[src/hw/rtl/bsr_pkg.sv]
// Shared types and constants for the bisection square root block.
// No dependencies; imported by bsr_cell and bisection_square_root_top.
`timescale 1ns / 1ps

package bsr_pkg;

   localparam int DATA_W      = 32;  // Q16.16 operand width
   localparam int PASS_W      = 7;   // pass counter and limit width
   localparam int SQ_W        = 2 * DATA_W;  // exact square width
   localparam int CSR_INDEX_W = 4;

   localparam logic [CSR_INDEX_W-1:0] CSR_TOLERANCE  = CSR_INDEX_W'(0);
   localparam logic [CSR_INDEX_W-1:0] CSR_ITER_LIMIT = CSR_INDEX_W'(1);

   localparam logic [DATA_W-1:0] TOLERANCE_RESET = DATA_W'(6554);
   localparam logic [PASS_W-1:0] ITER_LIMIT_RESET = PASS_W'(48);

   // Search state handed from cell to cell.
   typedef struct packed {
      logic [DATA_W-1:0] radicand;
      logic [DATA_W-1:0] low;
      logic [DATA_W-1:0] high;
      logic [SQ_W-1:0]   low_sq;
      logic [SQ_W-1:0]   high_sq;
      logic [DATA_W-1:0] root;    // last midpoint until the search stops
      logic [PASS_W-1:0] passes;
      logic              done;
      logic              conv;
   } srch_type;

endpackage

[src/hw/rtl/bsr_cell.sv]
// One bisection pass: bound checks and midpoint square, then tolerance check and update.
// Depends on bsr_pkg.
`timescale 1ns / 1ps

module bsr_cell import bsr_pkg::*; #(
   parameter int FRACTION_BITS = 16,
   parameter int PASS_INDEX    = 0
) (
   input  logic              clock,
   input  logic              reset,
   input  logic              advance,
   input  logic              in_valid,
   input  srch_type          in_state,
   input  logic [PASS_W-1:0] limit,
   input  logic [DATA_W-1:0] tolerance,
   output logic              out_valid,
   output srch_type          out_state
);

   localparam logic [PASS_W-1:0] THIS_PASS = PASS_W'(PASS_INDEX);
   localparam logic [PASS_W-1:0] NEXT_PASS = PASS_W'(PASS_INDEX + 1);

   // First half: exact-bound checks, midpoint and its square
   logic [DATA_W:0]   sum_a;
   logic [DATA_W-1:0] mid_a;
   logic [SQ_W-1:0]   target_a;
   srch_type          a_state_in;
   logic              a_search_in;
   logic [SQ_W-1:0]   a_sq_in;

   logic              a_valid_ff;
   srch_type          a_state_ff;
   logic              a_search_ff;
   logic [DATA_W-1:0] a_mid_ff;
   logic [SQ_W-1:0]   a_sq_ff;

   assign sum_a    = {1'b0, in_state.low} + {1'b0, in_state.high};
   assign mid_a    = sum_a[DATA_W:1];
   assign target_a = SQ_W'(in_state.radicand) << FRACTION_BITS;
   assign a_sq_in  = SQ_W'(mid_a) * SQ_W'(mid_a);

   always_comb begin
      a_state_in  = in_state;
      a_search_in = 1'b0;
      priority if (in_state.done) begin
         a_search_in = 1'b0;
      end else if (THIS_PASS >= limit) begin
         a_state_in.done = 1'b1;
         a_state_in.conv = 1'b0;
      end else if (in_state.low_sq == target_a) begin
         a_state_in.done = 1'b1;
         a_state_in.conv = 1'b1;
         a_state_in.root = in_state.low;
      end else if (in_state.high_sq == target_a) begin
         a_state_in.done = 1'b1;
         a_state_in.conv = 1'b1;
         a_state_in.root = in_state.high;
      end else begin
         a_search_in = 1'b1;
      end
   end

   always_ff @(posedge clock) begin
      if (reset) begin
         a_valid_ff <= 1'b0;
      end else if (advance) begin
         a_valid_ff <= in_valid;
      end
   end

   always_ff @(posedge clock) begin
      if (advance) begin
         a_state_ff  <= a_state_in;
         a_search_ff <= a_search_in;
         a_mid_ff    <= mid_a;
         a_sq_ff     <= a_sq_in;
      end
   end

   // Second half: tolerance check, then move one bound to the midpoint
   logic [SQ_W-1:0] target_b;
   logic [SQ_W-1:0] tol_b;
   logic [SQ_W-1:0] diff_b;
   logic            below_b;
   srch_type        b_state_in;

   logic            b_valid_ff;
   srch_type        b_state_ff;

   assign target_b = SQ_W'(a_state_ff.radicand) << FRACTION_BITS;
   assign tol_b    = SQ_W'(tolerance) << FRACTION_BITS;
   assign below_b  = a_sq_ff < target_b;
   assign diff_b   = below_b ? (target_b - a_sq_ff) : (a_sq_ff - target_b);

   always_comb begin
      b_state_in = a_state_ff;
      if (a_search_ff) begin
         b_state_in.root = a_mid_ff;
         if (diff_b <= tol_b) begin
            b_state_in.done = 1'b1;
            b_state_in.conv = 1'b1;
         end else begin
            if (below_b) begin
               b_state_in.low    = a_mid_ff;
               b_state_in.low_sq = a_sq_ff;
            end else begin
               b_state_in.high    = a_mid_ff;
               b_state_in.high_sq = a_sq_ff;
            end
            b_state_in.passes = NEXT_PASS;
         end
      end
   end

   always_ff @(posedge clock) begin
      if (reset) begin
         b_valid_ff <= 1'b0;
      end else if (advance) begin
         b_valid_ff <= a_valid_ff;
      end
   end

   always_ff @(posedge clock) begin
      if (advance) begin
         b_state_ff <= b_state_in;
      end
   end

   assign out_valid = b_valid_ff;
   assign out_state = b_state_ff;

endmodule

[config.mk]
export PLATFORM = sky130hd
export DESIGN_NAME = bsr_cell
export DESIGN_NICKNAME = d
export VERILOG_FILES = /design/src/hw/rtl/bsr_pkg.sv /design/src/hw/rtl/bsr_cell.sv
export SDC_FILE = /design/constraint.sdc
export NUM_CORES = 2
export LEC_CHECK = 0
export ABC_CLOCK_PERIOD_IN_PS = 30000
export BUFFER_PORTS_ARGS = -buffer_cell sky130_fd_sc_hd__buf_2
export CORE_AREA = 2 2 385 349
export DETAILED_ROUTE_END_ITERATION = 12
export DIE_AREA = 0 0 387 351
export PLACE_DENSITY = 0.72
export REMOVE_ABC_BUFFERS = 1
export SLEW_MARGIN = 20
export SYNTH_ARGS = -nofsm -noshare
export SYNTH_HDL_FRONTEND = slang
export SYNTH_SLANG_ARGS = --single-unit
[constraint.sdc]
create_clock -name clock -period 30 [get_ports clock]
set_input_delay 4.5 -clock clock [delete_from_list [all_inputs] [get_ports clock]]
set_output_delay 4.5 -clock clock [all_outputs]
set_load 0.02 [all_outputs]
==> out/metrics.cfg <==
[clock_network]
clk_pin_slew_worst_paths_ns = 0.06
clock_path_buffers = 3
cts_buffers = 72
root_buffer = clkbuf_16
cts-resized-gates = 0
cts_setup_buffers = 0
cts_sinks = 627
cts_hold_buf = 0
cts_tree = yes
clk-insertion-delay-late_ns = 0.67
ctsHtreeMaxLevel = 3

[sta]
final.period_utilization_pct = 52.9
fin_crit_ns = 15.86
tightest_slew_ns = 1.24
slew_viol_final = 0
setup_viol = 0
final.setup.tns_ns = 0
fmax_mhz = 63.1
relSlewSlack_pct = 16.9
hold_violations = 0
skew_ns = 0.0636
rsz0062_at_grt = no
worst_hold_slack_ns = 0.499

[min_path]
hp-class = flop to flop

[final_layout]
drive_above_1_share_pct = 17.0
fin_cells = 7732
fillers = 11700
area_delta_synth_final_pct = 12.5
nNetsFinal = 7439

[routing]
dr.first_iter.drc_count = 3731
route.detailed.drc = 0
wl_per_cell_um = 23.5
via_count = 42400
wl_um = 182000
viasPerCell = 5.49
drtAntennaViolNets = 0
drt_pass1_iterations = 6

[yosys]
netlist.area_leader.share_pct = 31.9
ys_warn_count = 0
synth_edf_count = 625
ys.flop_type = edfxtp_1
ys_types = 83
synthArstFlopShare_pct = 0
ys_seq_area_share_pct = 31.9
synthCells = 5394
yosys.area.top_type = edfxtp_1
synth.most_common_cell = inv_1
yosys-top-cells-count = inv_1, fa_1, edfxtp_1
synth_area_per_cell_sq_um = 10.9
synth.area.top_cells = edfxtp_1, fa_1, ha_1, inv_1, mux2_2
netlist_area_sq_mm = 0.0589
ys_ff_latch = 627

[global_route]
antenna_found_initial = 9
grt_max_degree = 184
grt_overflow = 0
grt_pass1_wl_um = 271000
grt_usage_pct = 26.7
grt_pass1_vias = 43700

[floorplan]
start_util_pct = 44.6
ios = 574
core_sq_mm = 0.132
die_area_sq_mm = 0.136
fp.dieH_um = 351
die_w_um = 387
row_count = 127

[place]
dp_hpwl_um = 142000
portBuffers = 573
place_congestion = 0.965
dp_cells = 7592

[worst_setup_path]
critPathKind = primary input to flop
worstPathArrival_ns = 16.36
end_kind = flop
required_ns = 30.51
critPathMostFrequentCell = fa_1
ff2ff_setup_slack_ns = 19.25
cp-start-kind = primary input
cp_slowest_cell = o31ai_1
slowest_delay_ns = 0.82
critical_path.max_fanout = 17

[run]
drv_cap = 0

[run_status]
outcome = completed

## per-stage QoR
step / worst slack, ns / util (%) / area (sq um)
2_1_floorplan: 15.38 / - / 58100
3_3_place_gp: 13.85 / 48.4 / 63900
3_5_place_dp: 13.67 / 48.4 / 63900
4_1_cts: 14.27 / 50.2 / 66200
5_1_grt: 13.30 / 50.2 / 66200
6_report: 14.14 / 50.2 / 66300
## worst max-delay path, delay by kind of cell
kind | cells | cell delay (ns)
fa+ha+maj | 10 | 4.62
buf+inv | 6 | 0.99
simple gates | 3 | 0.64
compound gates | 17 | 4.81
xor+xnor | 1 | 0.76
## path summary, 6_finish.rpt
check / from / end / cells after the start
worst max-delay path: in_state[173] / a_sq_ff[61]$_DFFE_PP_ / 37
worst min-delay path: a_state_ff[0]$_DFFE_PP_ / out_state[0]$_DFFE_PP_ / 1
worst max register to register: a_sq_ff[36]$_DFFE_PP_ / out_state[216]$_DFFE_PP_ / 21
worst min register to register: a_state_ff[0]$_DFFE_PP_ / out_state[0]$_DFFE_PP_ / 1
## logic make-up after synthesis
kind of cell / share of synthesized area, %
buffers and inverters: 8.45
multiplexers: 4.90
flip-flops: 31.9
adder cells (fa/ha/maj): 35.8
AND/OR/NAND/NOR: 8.77
AO/OA/AOI/OAI: 7.04
XOR/XNOR: 3.08
## flip-flops by register name (all words and copies together), names as in the netlist
register	flops
a_mid_ff	32
out_valid	1
a_valid_ff	1
out_state	265
a_sq_ff	62
a_state_ff	265
a_search_ff	1
## cell type report
type,instances,area (sq um),area share [%]
multi-input cells,3470,35400,53.4
flip-flops and latches,627,18800,28.4
inverters,1110,4170,6.29
repair buffers,644,3420,5.17
well taps,1741,2180,3.29
clock buffers,79,1850,2.79
clock inverters,51,458,0.691
diodes,10,25.0,0.0378
## metal layers
metal  global-route usage, %  vias to the layer above  wire length, um
met5                       0                        -               63
met4                    9.22                       10             7100
met3                    5.01                      414            15400
met2                    44.7                     1937            87600
met1                    34.9                    21400            71900
li1                        -                    18700                -
## placed cells by master, fill, tap and decap left out, drive strengths merged, types with 7 or more instances in the layout
cell type and count:
nand2b 20, and3 20, nor2 435, nor2b 11, a31oi 31, nand4 59
buf 644, or2 12, inv 1108, nor3 66, and2 36, a21o 88
ha 406, edfxtp 625, or3 7, o21bai 19, diode 10, a21oi 229
xor2 67, and4 10, mux2 206, xnor2 140, o21a 20, a21boi 7
nand3 48, clkinv 42, fa 800, mux2i 42, o31ai 17, o21ai 124
nor4 36, a31o 8, a211oi 20, o2111ai 7, nand2 374, clkbuf 79
o211ai 16
Power is left out: the tool's default activity adds up to more than one toggle a clock period on the data nets, which glitch-free logic cannot reach.
